==> src/hdl/uvsg_pkg.sv <==
// shared types, constants and tables for the uv sphere vertex generator
package uvsg_pkg;

   localparam int ResWidth     = 9;    // effective resolution up to 256
   localparam int MaxRes       = 256;
   localparam int FracBits     = 15;
   localparam int CordicSteps  = 20;
   localparam int StepWidth    = 5;
   localparam logic signed [33:0] CordicInvGain = 34'sd652032874;

   localparam logic signed [15:0] QMax = 16'sh7fff;
   localparam logic signed [15:0] QMin = -16'sh8000;

   // divider command: what the quotient is for
   typedef enum logic [1:0] {
      DIV_PHASE = 2'b00,
      DIV_TEX   = 2'b01
   } div_kind_type;

   // request from sequencer to the divider
   typedef struct packed {
      logic        start;
      logic [40:0] dividend;
      logic [8:0]  divisor;
   } div_req_type;

   typedef struct packed {
      logic        busy;
      logic        done;
      logic [40:0] quotient;
   } div_rsp_type;

   typedef struct packed {
      logic        start;
      logic [31:0] phase;
   } cordic_req_type;

   typedef struct packed {
      logic               done;
      logic signed [33:0] cos_val;
      logic signed [33:0] sin_val;
   } cordic_rsp_type;

   // arctangent table in units of 2^-32 turn
   function automatic logic [31:0] atan_phase(input logic [StepWidth-1:0] i);
      logic [31:0] v;
      unique case (i)
         5'd0:  v = 32'd536870912;
         5'd1:  v = 32'd316933406;
         5'd2:  v = 32'd167458907;
         5'd3:  v = 32'd85004756;
         5'd4:  v = 32'd42667331;
         5'd5:  v = 32'd21354465;
         5'd6:  v = 32'd10679838;
         5'd7:  v = 32'd5340245;
         5'd8:  v = 32'd2670163;
         5'd9:  v = 32'd1335087;
         5'd10: v = 32'd667544;
         5'd11: v = 32'd333772;
         5'd12: v = 32'd166886;
         5'd13: v = 32'd83443;
         5'd14: v = 32'd41722;
         5'd15: v = 32'd20861;
         5'd16: v = 32'd10430;
         5'd17: v = 32'd5215;
         5'd18: v = 32'd2608;
         5'd19: v = 32'd1304;
         default: v = 32'd0;
      endcase
      return v;
   endfunction

endpackage

==> src/hdl/uvsg_divider.sv <==
// restoring divider, one quotient bit per cycle
module uvsg_divider (
   input  logic                  clock,
   input  logic                  reset,
   input  uvsg_pkg::div_req_type req,
   output uvsg_pkg::div_rsp_type rsp
);

   logic [40:0] quo_ff, quo_in;
   logic [9:0]  rem_ff, rem_in;
   logic [8:0]  dsr_ff, dsr_in;
   logic [5:0]  cnt_ff, cnt_in;
   logic        busy_ff, busy_in;
   logic        done_ff, done_in;
   logic [9:0]  trial;

   // shift one dividend bit into the remainder and try a subtract
   always_comb begin
      quo_in  = quo_ff;
      rem_in  = rem_ff;
      dsr_in  = dsr_ff;
      cnt_in  = cnt_ff;
      busy_in = busy_ff;
      done_in = 1'b0;
      trial   = {rem_ff[8:0], quo_ff[40]};
      if (req.start) begin
         quo_in  = req.dividend;
         rem_in  = '0;
         dsr_in  = req.divisor;
         cnt_in  = 6'd41;
         busy_in = 1'b1;
      end else if (busy_ff) begin
         if (trial >= {1'b0, dsr_ff}) begin
            rem_in = trial - {1'b0, dsr_ff};
            quo_in = {quo_ff[39:0], 1'b1};
         end else begin
            rem_in = trial;
            quo_in = {quo_ff[39:0], 1'b0};
         end
         cnt_in = cnt_ff - 6'd1;
         if (cnt_ff == 6'd1) begin
            busy_in = 1'b0;
            done_in = 1'b1;
         end
      end
   end

   always_ff @(posedge clock) begin
      if (reset) begin
         busy_ff <= 1'b0;
         done_ff <= 1'b0;
         cnt_ff  <= '0;
      end else begin
         busy_ff <= busy_in;
         done_ff <= done_in;
         cnt_ff  <= cnt_in;
      end
      quo_ff <= quo_in;
      rem_ff <= rem_in;
      dsr_ff <= dsr_in;
   end

   assign rsp.busy     = busy_ff;
   assign rsp.done     = done_ff;
   assign rsp.quotient = quo_ff;

endmodule

==> src/hdl/uvsg_cordic.sv <==
// iterative cordic rotation giving cosine and sine in q30
module uvsg_cordic (
   input  logic                     clock,
   input  logic                     reset,
   input  uvsg_pkg::cordic_req_type req,
   output uvsg_pkg::cordic_rsp_type rsp
);

   logic signed [33:0] x_ff, x_in, y_ff, y_in;
   logic signed [33:0] z_ff, z_in;
   logic [1:0]         q_ff, q_in;
   logic [4:0]         i_ff, i_in;
   logic               busy_ff, busy_in;
   logic               done_ff, done_in;
   logic [1:0]         quad;
   logic [31:0]        red;
   logic signed [33:0] dx, dy, ang;

   assign quad = 2'((req.phase + 32'h2000_0000) >> 30);
   assign red  = req.phase - {quad, 30'd0};
   assign dx   = y_ff >>> i_ff;
   assign dy   = x_ff >>> i_ff;
   assign ang  = $signed({2'b00, uvsg_pkg::atan_phase(i_ff)});

   // one micro-rotation per cycle
   always_comb begin
      x_in = x_ff; y_in = y_ff; z_in = z_ff; q_in = q_ff; i_in = i_ff;
      busy_in = busy_ff;
      done_in = 1'b0;
      if (req.start) begin
         x_in = uvsg_pkg::CordicInvGain;
         y_in = '0;
         z_in = 34'($signed(red));
         q_in = quad;
         i_in = '0;
         busy_in = 1'b1;
      end else if (busy_ff) begin
         if (!z_ff[33]) begin
            x_in = x_ff - dx; y_in = y_ff + dy; z_in = z_ff - ang;
         end else begin
            x_in = x_ff + dx; y_in = y_ff - dy; z_in = z_ff + ang;
         end
         i_in = i_ff + 5'd1;
         if (i_ff == 5'(uvsg_pkg::CordicSteps - 1)) begin
            busy_in = 1'b0;
            done_in = 1'b1;
         end
      end
   end

   always_ff @(posedge clock) begin
      if (reset) begin
         busy_ff <= 1'b0;
         done_ff <= 1'b0;
      end else begin
         busy_ff <= busy_in;
         done_ff <= done_in;
      end
      x_ff <= x_in; y_ff <= y_in; z_ff <= z_in;
      q_ff <= q_in; i_ff <= i_in;
   end

   // map back from the reduced quarter
   always_comb begin
      unique case (q_ff)
         2'd0: begin rsp.cos_val = x_ff;  rsp.sin_val = y_ff;  end
         2'd1: begin rsp.cos_val = -y_ff; rsp.sin_val = x_ff;  end
         2'd2: begin rsp.cos_val = -x_ff; rsp.sin_val = -y_ff; end
         default: begin rsp.cos_val = y_ff; rsp.sin_val = -x_ff; end
      endcase
   end
   assign rsp.done = done_ff;

endmodule

==> src/hdl/uv_sphere_vertex_generator.sv <==
// top level: sequencer, product stage and bounding box of the sphere vertex generator
// sequence from accept to rsp_valid: four serial 41-bit divisions and two 20-step cordic
//   runs, then the x multiply, the z multiply and the box update, one after the other
// req_ready is low while an item is in work, so a new item waits until the last is done
// an out-of-range item skips the arithmetic and gives its result in the cycle after accept
// reset: synchronous active high; resolution returns to 16 and the box to empty
module uv_sphere_vertex_generator (
   input  logic               clock,
   input  logic               reset,
   input  logic               csr_write_enable,
   input  logic [7:0]         csr_write_data,
   input  logic               req_valid,
   output logic               req_ready,
   input  logic [6:0]         req_band,
   input  logic [8:0]         req_column,
   input  logic               req_upper_ring,
   input  logic               req_restart,
   output logic               rsp_valid,
   input  logic               rsp_ready,
   output logic signed [15:0] rsp_pos_x,
   output logic signed [15:0] rsp_pos_y,
   output logic signed [15:0] rsp_pos_z,
   output logic signed [15:0] rsp_tex_u,
   output logic [14:0]        rsp_tex_v,
   output logic signed [15:0] rsp_box_min_x,
   output logic signed [15:0] rsp_box_min_y,
   output logic signed [15:0] rsp_box_min_z,
   output logic signed [15:0] rsp_box_max_x,
   output logic signed [15:0] rsp_box_max_y,
   output logic signed [15:0] rsp_box_max_z,
   output logic               rsp_index_error
);

   typedef enum logic [10:0] {
      ST_IDLE   = 11'b00000000001,
      ST_DIV_LT = 11'b00000000010,
      ST_COR_LT = 11'b00000000100,
      ST_DIV_LN = 11'b00000001000,
      ST_COR_LN = 11'b00000010000,
      ST_DIV_U  = 11'b00000100000,
      ST_DIV_V  = 11'b00001000000,
      ST_MUL_X  = 11'b00010000000,
      ST_MUL_Z  = 11'b00100000000,
      ST_BOX    = 11'b01000000000,
      ST_OUT    = 11'b10000000000
   } state_type;

   state_type state_ff, state_in;
   logic [7:0]  res_reg_ff;
   logic [8:0]  res;
   logic [7:0]  ring_ff, ring_in;
   logic [8:0]  col_ff, col_in;
   logic        rst_ff, rst_in;
   logic        wait_ff, wait_in;
   logic signed [33:0] cl_ff, cl_in, co_ff, co_in, so_ff, so_in;
   logic signed [15:0] px_ff, px_in, py_ff, py_in, pz_ff, pz_in;
   logic signed [15:0] tu_ff, tu_in;
   logic [14:0] tv_ff, tv_in;
   logic        err_ff, err_in;
   logic signed [15:0] lo_ff [3];
   logic signed [15:0] hi_ff [3];
   logic signed [15:0] lo_in [3];
   logic signed [15:0] hi_in [3];
   logic signed [67:0] prod;
   logic signed [33:0] mul_a;
   logic signed [15:0] prod_r;
   logic signed [15:0] sl_r;
   logic        bad;
   logic [40:0] phase_div;

   uvsg_pkg::div_req_type    dreq;
   uvsg_pkg::div_rsp_type    drsp;
   uvsg_pkg::cordic_req_type creq;
   uvsg_pkg::cordic_rsp_type crsp;

   uvsg_divider u_div (.clock(clock), .reset(reset), .req(dreq), .rsp(drsp));
   uvsg_cordic  u_cor (.clock(clock), .reset(reset), .req(creq), .rsp(crsp));

   // resolution register
   always_ff @(posedge clock) begin
      if (reset) res_reg_ff <= 8'd16;
      else if (csr_write_enable) res_reg_ff <= csr_write_data;
   end

   assign res = {1'b0, res_reg_ff} + {8'd0, res_reg_ff[0]};
   assign bad = ({2'b00, req_band} >= {1'b0, res[8:1]}) || (req_column > res);

   // round to nearest then saturate a q60 or q30 value to q1.15
   function automatic logic signed [15:0] rnd_sat(input logic signed [67:0] v,
                                                  input logic [5:0] s);
      logic signed [67:0] r;
      r = (v + (68'sd1 <<< (s - 6'd1))) >>> s;
      if (r > 68'sd32767) return uvsg_pkg::QMax;
      if (r < -68'sd32768) return uvsg_pkg::QMin;
      return r[15:0];
   endfunction

   assign mul_a  = state_ff == ST_MUL_Z ? -cl_ff : cl_ff;
   assign prod   = mul_a * (state_ff == ST_MUL_Z ? co_ff : so_ff);
   assign prod_r = rnd_sat(prod, 6'd45);
   assign sl_r   = rnd_sat(68'(crsp.sin_val), 6'd15);
   assign phase_div = drsp.quotient;

   // sequencer
   always_comb begin
      state_in = state_ff;
      ring_in = ring_ff; col_in = col_ff; rst_in = rst_ff; wait_in = 1'b0;
      cl_in = cl_ff; co_in = co_ff; so_in = so_ff;
      px_in = px_ff; py_in = py_ff; pz_in = pz_ff;
      tu_in = tu_ff; tv_in = tv_ff; err_in = err_ff;
      dreq = '0;
      creq = '0;
      for (int a = 0; a < 3; a++) begin
         lo_in[a] = lo_ff[a];
         hi_in[a] = hi_ff[a];
      end
      dreq.divisor = res;
      unique case (state_ff)
         ST_IDLE: begin
            if (req_valid) begin
               ring_in = {1'b0, req_band} + {7'd0, req_upper_ring};
               col_in  = req_column;
               rst_in  = req_restart;
               err_in  = bad;
               if (bad) begin
                  px_in = '0; py_in = '0; pz_in = '0; tu_in = '0; tv_in = '0;
                  state_in = ST_OUT;
               end else begin
                  dreq.start    = 1'b1;
                  dreq.dividend = {1'b0, {1'b0, req_band} + {7'd0, req_upper_ring},
                                   32'd0} + {32'd0, res[8:1]};
                  state_in = ST_DIV_LT;
               end
            end
         end
         ST_DIV_LT: if (drsp.done) begin
            creq.start = 1'b1;
            creq.phase = phase_div[31:0] - 32'h4000_0000;
            state_in = ST_COR_LT;
         end
         ST_COR_LT: if (crsp.done) begin
            cl_in = crsp.cos_val;
            py_in = sl_r;
            dreq.start    = 1'b1;
            dreq.dividend = {col_ff, 32'd0} + {32'd0, res[8:1]};
            state_in = ST_DIV_LN;
         end
         ST_DIV_LN: if (drsp.done) begin
            creq.start = 1'b1;
            creq.phase = phase_div[31:0];
            state_in = ST_COR_LN;
         end
         ST_COR_LN: if (crsp.done) begin
            co_in = crsp.cos_val;
            so_in = crsp.sin_val;
            dreq.start    = 1'b1;
            dreq.dividend = {17'd0, col_ff, 15'd0} + {32'd0, res[8:1]};
            state_in = ST_DIV_U;
         end
         ST_DIV_U: if (drsp.done) begin
            tu_in = -$signed(phase_div[15:0]);
            dreq.start    = 1'b1;
            dreq.dividend = {17'd0, ring_ff, 16'd0} + {32'd0, res[8:1]};
            state_in = ST_DIV_V;
         end
         ST_DIV_V: if (drsp.done) begin
            tv_in = (phase_div > 41'd32767) ? 15'h7fff : phase_div[14:0];
            state_in = ST_MUL_X;
         end
         ST_MUL_X: begin
            px_in = prod_r;
            state_in = ST_MUL_Z;
         end
         ST_MUL_Z: begin
            pz_in = prod_r;
            state_in = ST_BOX;
         end
         ST_BOX: begin
            if (rst_ff) begin
               for (int a = 0; a < 3; a++) begin
                  lo_in[a] = uvsg_pkg::QMax;
                  hi_in[a] = uvsg_pkg::QMin;
               end
            end
            if (px_ff < lo_in[0]) lo_in[0] = px_ff;
            if (py_ff < lo_in[1]) lo_in[1] = py_ff;
            if (pz_ff < lo_in[2]) lo_in[2] = pz_ff;
            if (px_ff > hi_in[0]) hi_in[0] = px_ff;
            if (py_ff > hi_in[1]) hi_in[1] = py_ff;
            if (pz_ff > hi_in[2]) hi_in[2] = pz_ff;
            state_in = ST_OUT;
         end
         ST_OUT: if (rsp_ready) state_in = ST_IDLE;
         default: state_in = ST_IDLE;
      endcase
   end

   always_ff @(posedge clock) begin
      if (reset) begin
         state_ff <= ST_IDLE;
         wait_ff  <= 1'b0;
         for (int a = 0; a < 3; a++) begin
            lo_ff[a] <= uvsg_pkg::QMax;
            hi_ff[a] <= uvsg_pkg::QMin;
         end
      end else begin
         state_ff <= state_in;
         wait_ff  <= wait_in;
         for (int a = 0; a < 3; a++) begin
            lo_ff[a] <= lo_in[a];
            hi_ff[a] <= hi_in[a];
         end
      end
      ring_ff <= ring_in; col_ff <= col_in; rst_ff <= rst_in;
      cl_ff <= cl_in; co_ff <= co_in; so_ff <= so_in;
      px_ff <= px_in; py_ff <= py_in; pz_ff <= pz_in;
      tu_ff <= tu_in; tv_ff <= tv_in; err_ff <= err_in;
   end

   // outputs
   assign req_ready       = (state_ff == ST_IDLE) && !wait_ff;
   assign rsp_valid       = state_ff == ST_OUT;
   assign rsp_pos_x       = px_ff;
   assign rsp_pos_y       = py_ff;
   assign rsp_pos_z       = pz_ff;
   assign rsp_tex_u       = tu_ff;
   assign rsp_tex_v       = tv_ff;
   assign rsp_box_min_x   = lo_ff[0];
   assign rsp_box_min_y   = lo_ff[1];
   assign rsp_box_min_z   = lo_ff[2];
   assign rsp_box_max_x   = hi_ff[0];
   assign rsp_box_max_y   = hi_ff[1];
   assign rsp_box_max_z   = hi_ff[2];
   assign rsp_index_error = err_ff;

   // no new item while a result waits
   assert property (@(posedge clock) disable iff (reset) rsp_valid |-> !req_ready)
      else $error("ready while result pending");
   // an erroring item leaves the box untouched (checked on min x)
   assert property (@(posedge clock) disable iff (reset)
      (rsp_valid && rsp_index_error) |-> (lo_ff[0] == $past(lo_ff[0])))
      else $error("box changed on index error");
   // a valid box keeps min not above max for y
   assert property (@(posedge clock) disable iff (reset)
      (rsp_valid && !rsp_index_error) |-> (rsp_box_min_y <= rsp_box_max_y))
      else $error("box inverted");

endmodule
==> config.mk <==
export PLATFORM = sky130hd
export DESIGN_NAME = uv_sphere_vertex_generator
export DESIGN_NICKNAME = d
export VERILOG_FILES = /design/src/hdl/uvsg_pkg.sv /design/src/hdl/uvsg_divider.sv /design/src/hdl/uvsg_cordic.sv /design/src/hdl/uv_sphere_vertex_generator.sv
export SDC_FILE = /design/constraint.sdc
export NUM_CORES = 2
export LEC_CHECK = 0
export BUFFER_PORTS_ARGS = -buffer_cell sky130_fd_sc_hd__buf_4
export CAP_MARGIN = 10
export CORE_MARGIN = 1.5
export CORE_UTILIZATION = 40
export DETAILED_ROUTE_END_ITERATION = 7
export PLACE_DENSITY_LB_ADDON = 0.12
export REMOVE_ABC_BUFFERS = 1
export SETUP_SLACK_MARGIN = 0.05
export SYNTH_ARGS = -nofsm -noshare
export SYNTH_HDL_FRONTEND = slang
export SYNTH_SLANG_ARGS = --single-unit
==> constraint.sdc <==
create_clock -name clock -period 10.7 [get_ports clock]
set_input_delay 1.07 -clock clock [delete_from_list [all_inputs] [get_ports clock]]
set_output_delay 1.07 -clock clock [all_outputs]
set_load 0.02 [all_outputs]
Yosys cells after proc, flatten, opt, wreduce, memory -nomap -nowiden
Memories as Yosys holds them, arrays and structs flattened. A register that Yosys moved wholly into a read port is not among the register bits.
Index checks and enable logic that the tools add are counted.
Word-level totals
  bits in registers: 397
  memory bits (writable): 96
  bits in read-only memories: 960
  bits of input ports: 31
  output and inout bits: 178
  logic and storage cells: 216
  memories: 3
Cells by class
  add/subtract/negate cells: 24
  $mul: 1
  $lt $le $gt $ge: 14
  eq/ne operators: 24
  shifts and indexed selects: 2
  muxes and demuxes: 91
  bitwise gates (word level): 8
  reductions and logical operators: 21
Memories
  (name not given): depth 32, width 30, rd ports 1, clocked after Yosys merged registers in 1, write ports 0, line uvsg_pkg.sv:47  | unique case (i)
  hi_ff: depth 3, width 16, rd ports 3, clocked after Yosys merged registers in 0, write ports 3, line uv_sphere_vertex_generator.sv:61  | logic signed [15:0] hi_ff [3];
  lo_ff: depth 3, width 16, rd ports 3, clocked after Yosys merged registers in 0, write ports 3, line uv_sphere_vertex_generator.sv:60  | logic signed [15:0] lo_ff [3];
Operators with widths (number)
  two-way mux 16 bit: 24
  two-way mux 48 bit: 6
  two-way mux 42 bit: 5
  two-way mux 34 bit: 6
  case mux 68 bit (3 select lines): 1
  case mux 42 bit (4 select lines): 1
  case mux 16 bit (2 select lines): 4
  case mux 11 bit (11 select lines): 1
  negator 34 bit: 3
  two-way mux 11 bit: 9
  two-way mux 41 bit: 2
  adder 34 bit: 2
  adder 68 x 46 -> 68 bit (second input constant): 1
  multiplier 34 x 68 -> 68 bit: 1
  two-way mux 68 bit: 1
  >>> shifter 34 x 5 -> 34 bit: 2
  subtractor 34 bit: 2
  two-way mux 33 bit: 2
  case mux 33 bit (2 select lines): 1
  two-way mux 15 bit: 4
  adder 24 x 8 -> 25 bit: 2
  > comparator 16 bit: 3
  < comparator 16 bit: 3
  adder 40 x 8 -> 41 bit: 1
  other kinds (54): 98

Logic depth before layout (Yosys ltp)
  word-level depth: 10
  mapped depth: 40
  mapped depth without buffers: 38

Hierarchy
A second synthesis with hierarchy kept.
Second synthesis, totals
  cells, all modules: 8879
  area total of the unflattened synthesis: 79710.2 um2
By module, submodules not included
  uv_sphere_vertex_generator: times used 1, cells each 6076, area each 56614.3 um2, sequential area each 8308.0 um2
  uvsg_cordic: times used 1, cells each 2561, area each 19876.6 um2, sequential area each 3183.1 um2
  uvsg_divider: times used 1, cells each 242, area each 3219.3 um2, sequential area each 1841.8 um2

Worst setup path after synthesis
No wires, ideal clock.
  path kind: register -> register
  start point: register cl_ff[5]
  end point: register pz_ff[6] (netlist: rsp_pos_z[6]) (data pin)
  setup time: 272 ps
  data arrival time: 10341 ps
  required time: 10428 ps
  slack: 87 ps
  stages on the path, launching flop included: 37
  path buffers: 2
  period minus slack after synthesis: 10613 ps
  path through: edfxtp_1 nor4_1 nand2_1 nor3_1 nand2_1 nor2_1 nand2_1 or4_1 nor3b_1 nor2_1 xor2_1 clkinv_1 clkbuf_1 nor2_1 fa_1 fa_1 fa_1 fa_1 fa_1 fa_1 fa_1 inv_1 fa_1 inv_1 ha_1 a21o_1 a31oi_1 o311a_1 a211oi_1 nor4_1 a21oi_1 a21oi_2 o31ai_1 a211oi_1 o41ai_1 buf_2 a211oi_1
On the way
  longest elaborated chain between the ends: 10
  elaborated cells between the ends (all ways): 13
  classes of those cells: add/sub: 2; mul: 1; order compare: 2; mux: 8
Ends and longest elaborated chain
  start, declared: line uv_sphere_vertex_generator.sv:55  | logic signed [33:0] cl_ff, cl_in, co_ff, co_in, so_ff, so_in;
  start signal, assigned: line uv_sphere_vertex_generator.sv:215  | cl_ff <= cl_in; co_ff <= co_in; so_ff <= so_in;
  negator 34 bit: line uv_sphere_vertex_generator.sv:98  | assign mul_a = state_ff == ST_MUL_Z ? -cl_ff : cl_ff;
  two-way mux 34 bit *: line uv_sphere_vertex_generator.sv:98
  multiplier 34 x 68 -> 68 bit *: line uv_sphere_vertex_generator.sv:99  | assign prod = mul_a * (state_ff == ST_MUL_Z ? co_ff : so_ff);
  adder 68 x 46 -> 68 bit *: line uv_sphere_vertex_generator.sv:92  | r = (v + (68'sd1 <<< (s - 6'd1))) >>> s;
  < comparator 23 x 16 -> 1 bit: line uv_sphere_vertex_generator.sv:94  | if (r < -68'sd32768) return uvsg_pkg::QMin;
  two-way mux 1 bit (2 in series): line uv_sphere_vertex_generator.sv:94
  two-way mux 16 bit: line uv_sphere_vertex_generator.sv:95  | return r[15:0];
  two-way mux 16 bit *: line uv_sphere_vertex_generator.sv:94
  case mux 16 bit (2 select lines) *: line uv_sphere_vertex_generator.sv:118  | unique case (state_ff)
  end signal, assigned: line uv_sphere_vertex_generator.sv:216  | px_ff <= px_in; py_ff <= py_in; pz_ff <= pz_in;
  end, declared: line uv_sphere_vertex_generator.sv:56  | logic signed [15:0] px_ff, px_in, py_ff, py_in, pz_ff, pz_in;
Mark *: on every way between the ends. The rest lies on a longest branch, timed or not. The select of a mux whose other input is x is not followed.
A chain may end at the register's enable or synchronous reset.

Worst setup path in the final report
  start point: register cl_ff[9]
  end point: register px_ff[2] (netlist: rsp_pos_x[2]) (data pin)
On the way
  longest elaborated chain between the ends: 10
  elaborated cells between the ends (all ways): 13
  classes of those cells: add/sub: 2; mul: 1; order compare: 2; mux: 8
Ends and longest elaborated chain (line)
  negator 34 bit: uv_sphere_vertex_generator.sv:98
  two-way mux 34 bit *: uv_sphere_vertex_generator.sv:98
  multiplier 34 x 68 -> 68 bit *: uv_sphere_vertex_generator.sv:99
  adder 68 x 46 -> 68 bit *: uv_sphere_vertex_generator.sv:92
  < comparator 23 x 16 -> 1 bit: uv_sphere_vertex_generator.sv:94
  two-way mux 1 bit (2 in series): uv_sphere_vertex_generator.sv:94
  two-way mux 16 bit: uv_sphere_vertex_generator.sv:95
  two-way mux 16 bit *: uv_sphere_vertex_generator.sv:94
  case mux 16 bit (2 select lines) *: uv_sphere_vertex_generator.sv:118
  end signal, assigned: uv_sphere_vertex_generator.sv:216
  end, declared: uv_sphere_vertex_generator.sv:56
Marks and branches as above.

==> qor.yml <==
synth:
  yosysMostFrequentCell: "inv_1"
  synth-edff-count: 285
  synth_top_cell_area_share: 0.313
  synthDistinctLibCells: 108
  avgSynthCellArea_um2: 9.04
  syn_inst: 8838
  yosys_warnings: 0
  ys_async_sr_fraction: 0
  yosys_most_used_dff: "edfxtp_1"
  synth.area.top_cells: "fa_1 31%, edfxtp_1 11%, ha_1 6.9%"
  ys_ff_latch: 522
  mappedNetlistArea_um2: 79900
  yosysTopAreaCell: "fa_1"
  synth_seq_area_share: 0.166
  synth_common_cells: "1378 x inv_1, 1251 x fa_1, 1244 x nand2_1, 830 x nor2_1, 443 x ha_1"
global_route:
  grt_use_total: 0.282
  grt_overflow: 0
  grt_max_degree: 85
  grt_pass1_wl_mm: 434
  antenna_found_initial: 6
  grt_pass1_vias: 69300
route:
  vias: 65700
  ant_nets: 0
  post_drt_wl_per_cell_um: 24.0
  dr.first_iter.drc_count: 4761
  drc: 0
  finalWirelength_mm: 285
  first_pass_iters: 6
  vias_per_cell: 5.53
die:
  io_pins: 209
  dieArea_um2: 203000
  row_count: 163
  initial_utilization: 0.404
  core_area_um2: 198000
  fp.dieW_um: 450
  die_h_um: 450
worst_setup_path:
  crit_path_max_fanout: 8
  worst_path_largest_cell_delay_ps: 630
  crit_path_start: "cl_ff[9]$_DFFE_PP_"
  cp-end-kind: "flip-flop"
  startpoint_type: "flip-flop"
  path_common_cell: "fa_1"
  cp.required_ps: 11070
  worstSetupPathType: "reg2reg"
  cp_slowest_cell: "fa_2"
  r2r_start: "cl_ff[9]$_DFFE_PP_"
  arrival_ps: 10740
placed_design:
  port_buffers: 208
  dpl.hpwl_mm: 227
  gp_congestion: 0.976
  placed_area_um2: 87500
timing:
  fin_skew_ps: 45.6
  rsz0062_at_grt: "yes"
  setup_viol: 0
  period_share: 0.969
  worst_pin_slew_ps: 1190
  fin_crit_ps: 10370
  slew_headroom: 0.205
  hold_ws_ps: 478
  finalHoldViolCount: 0
  slew_viol_final: 0
  fmax_mhz: 96.4
power:
  p_comb_frac: 0.168
  power_uw: 5710
  p_per_area_nw_per_um2: 62.7
  peakVddDrop_uv: 100
  pwr-share-seq: 0.417
  p_int_uw: 4030
  leakage_uw: 0.0420
  p_sw_frac: 0.295
  p_clk_frac: 0.415
  p_switching_uw: 1690
cts:
  numCtsBuffers: 66
  clk_pin_slew_ps: 60
  cts.sinks: 522
  htreeDepth: 3
  clk_path_buf_depth: 3
  cts_root_buffer: "clkbuf_16"
  clk_latency_ps: 680
  cts_tree: "done"
finish:
  syn_to_final_growth_pct: 14.0
  drive_above_1_share: 0.131
  layout.nets: 10900
  design_area_um2: 91100
job:
  maxCapViolCount: 0
worst_hold_path:
  min_path_type: "reg2reg"
  hp-start: "hi_ff[0][47]$_SDFFE_PP1P_"
outcome:
  status: "finished, final reports clean"
worst paths after layout:
| kind | slack [ps] | depth (start not counted) | endpoint |
|---|---|---|---|
| setup / recovery | 330 | 39 | rsp_pos_x[2]$_SDFFCE_PN0P_ |
| hold / removal | 480 | 2 | hi_ff[0][47]$_SDFFE_PP1P_ |
| setup reg to reg | 330 | 39 | rsp_pos_x[2]$_SDFFCE_PN0P_ |
| hold reg to reg | 480 | 2 | hi_ff[0][47]$_SDFFE_PP1P_ |
power groups by stage:
| stage | Clock (µW) | Sequential (µW) | Combinational (µW) |
|---|---|---|---|
| floorplan | 0 | 2420 | 603 |
| global placement | 0 | 2420 | 938 |
| detailed placement | 0 | 2420 | 950 |
| CTS | 2430 | 2380 | 955 |
| global route | 2500 | 2390 | 1050 |
| finish | 2370 | 2380 | 957 |
layout by cell type, fill, tap and decap left out, drive strengths merged, types with 79 or more instances in the layout:
| cell type | netlist | final |
|---|---|---|
| edfxtp | 285 | 285 |
| a211oi | 79 | 79 |
| nand2b | 89 | 89 |
| mux2i | 156 | 156 |
| ha | 443 | 443 |
| nand3 | 105 | 105 |
| mux4 | 106 | 106 |
| nand2 | 1244 | 1244 |
| buf | 99 | 754 |
| a21oi | 353 | 353 |
| fa | 1251 | 1251 |
| xor2 | 173 | 173 |
| dfxtp | 237 | 237 |
| nor3 | 87 | 87 |
| clkbuf | 379 | 86 |
| a21o | 137 | 137 |
| xnor2 | 230 | 230 |
| o21ai | 238 | 238 |
| inv | 1381 | 1387 |
| nor2 | 831 | 831 |
metrics by stage:
| step | utilization | TNS, ps | cells | setup slack [ps] |
|---|---|---|---|---|
| after floorplan | - | -133420 | 8360 | -4380 |
| final | 0.460 | 0 | 11900 | 331 |
| after detailed placement | 0.442 | -12700 | 11700 | -439 |
| after global routing | 0.460 | -2920 | 11900 | -133 |
| after global placement | 0.442 | -9570 | 11700 | -325 |
| after CTS | 0.457 | 0 | 11900 | 50.4 |
final cells by class:
class,instances,area (µm²)
diodes,5,12.5
clock buffers,86,1810
clock inverters,34,492
fillers,19100,107000
inverters,1387,5210
multi-input cells,6451,60400
flip-flops and latches,522,13300
well taps,2640,3300
repair buffers,755,6570
critical path, delay by kind of cell (launching register included):
kind | cells | cell delay (ps)
buffers and inverters | 10 | 1520
DFF | 1 | 400
adders and majority gates | 9 | 4410
and+or+nand+nor | 10 | 1710
AOI/OAI and AO/OA | 8 | 1630
xor gates and xnor gates | 2 | 370
flip-flops by register name (all words and copies together) (netlist names), 8 cells and up:
| signal | flops |
|---|---|
| so_ff | 34 |
| col_ff | 9 |
| u_cor.z_ff | 34 |
| rsp_pos_x | 16 |
| u_div.dsr_ff | 8 |
| rsp_pos_z | 16 |
| hi_ff | 48 |
| rsp_tex_u | 16 |
| cl_ff | 34 |
| ring_ff | 8 |
| u_cor.y_ff | 34 |
| state_ff | 11 |
| u_cor.ang | 30 |
| res_reg_ff | 8 |
| u_cor.x_ff | 34 |
| u_div.quo_ff | 41 |
| rsp_pos_y | 16 |
| co_ff | 34 |
| rsp_tex_v | 15 |
| u_div.rem_ff | 9 |
| lo_ff | 48 |
logic make-up after synthesis:
logic type / Yosys count / synth area share
compound gates: 1345 / 0.113
xor+xnor: 403 / 0.0442
fa+ha+maj: 1694 / 0.383
buf+inv: 1865 / 0.0916
flops: 522 / 0.166
mux: 293 / 0.0550
simple gates: 2716 / 0.147
routing by layer:
| layer | up-vias | routed length (µm) | global-route usage | part of all wire |
|---|---|---|---|---|
| li1 | 29400 | - | - | - |
| met1 | 33700 | 119000 | 0.368 | 0.42 |
| met2 | 2060 | 136000 | 0.470 | 0.48 |
| met3 | 524 | 15900 | 0.0356 | 0.056 |
| met4 | 2 | 14000 | 0.118 | 0.049 |
| met5 | - | 14 | 0 | 0.000049 |
what timing repair did:
item                                    4_1_cts  5_1_grt
hold buffers                                  0        0
pin swaps                                    51       96
endpoints found under the setup margin       32       32
resized for setup                            78      124
cloned                                        3        0
setup buffers                                28       18
Power figures use the tool's default switching activity.
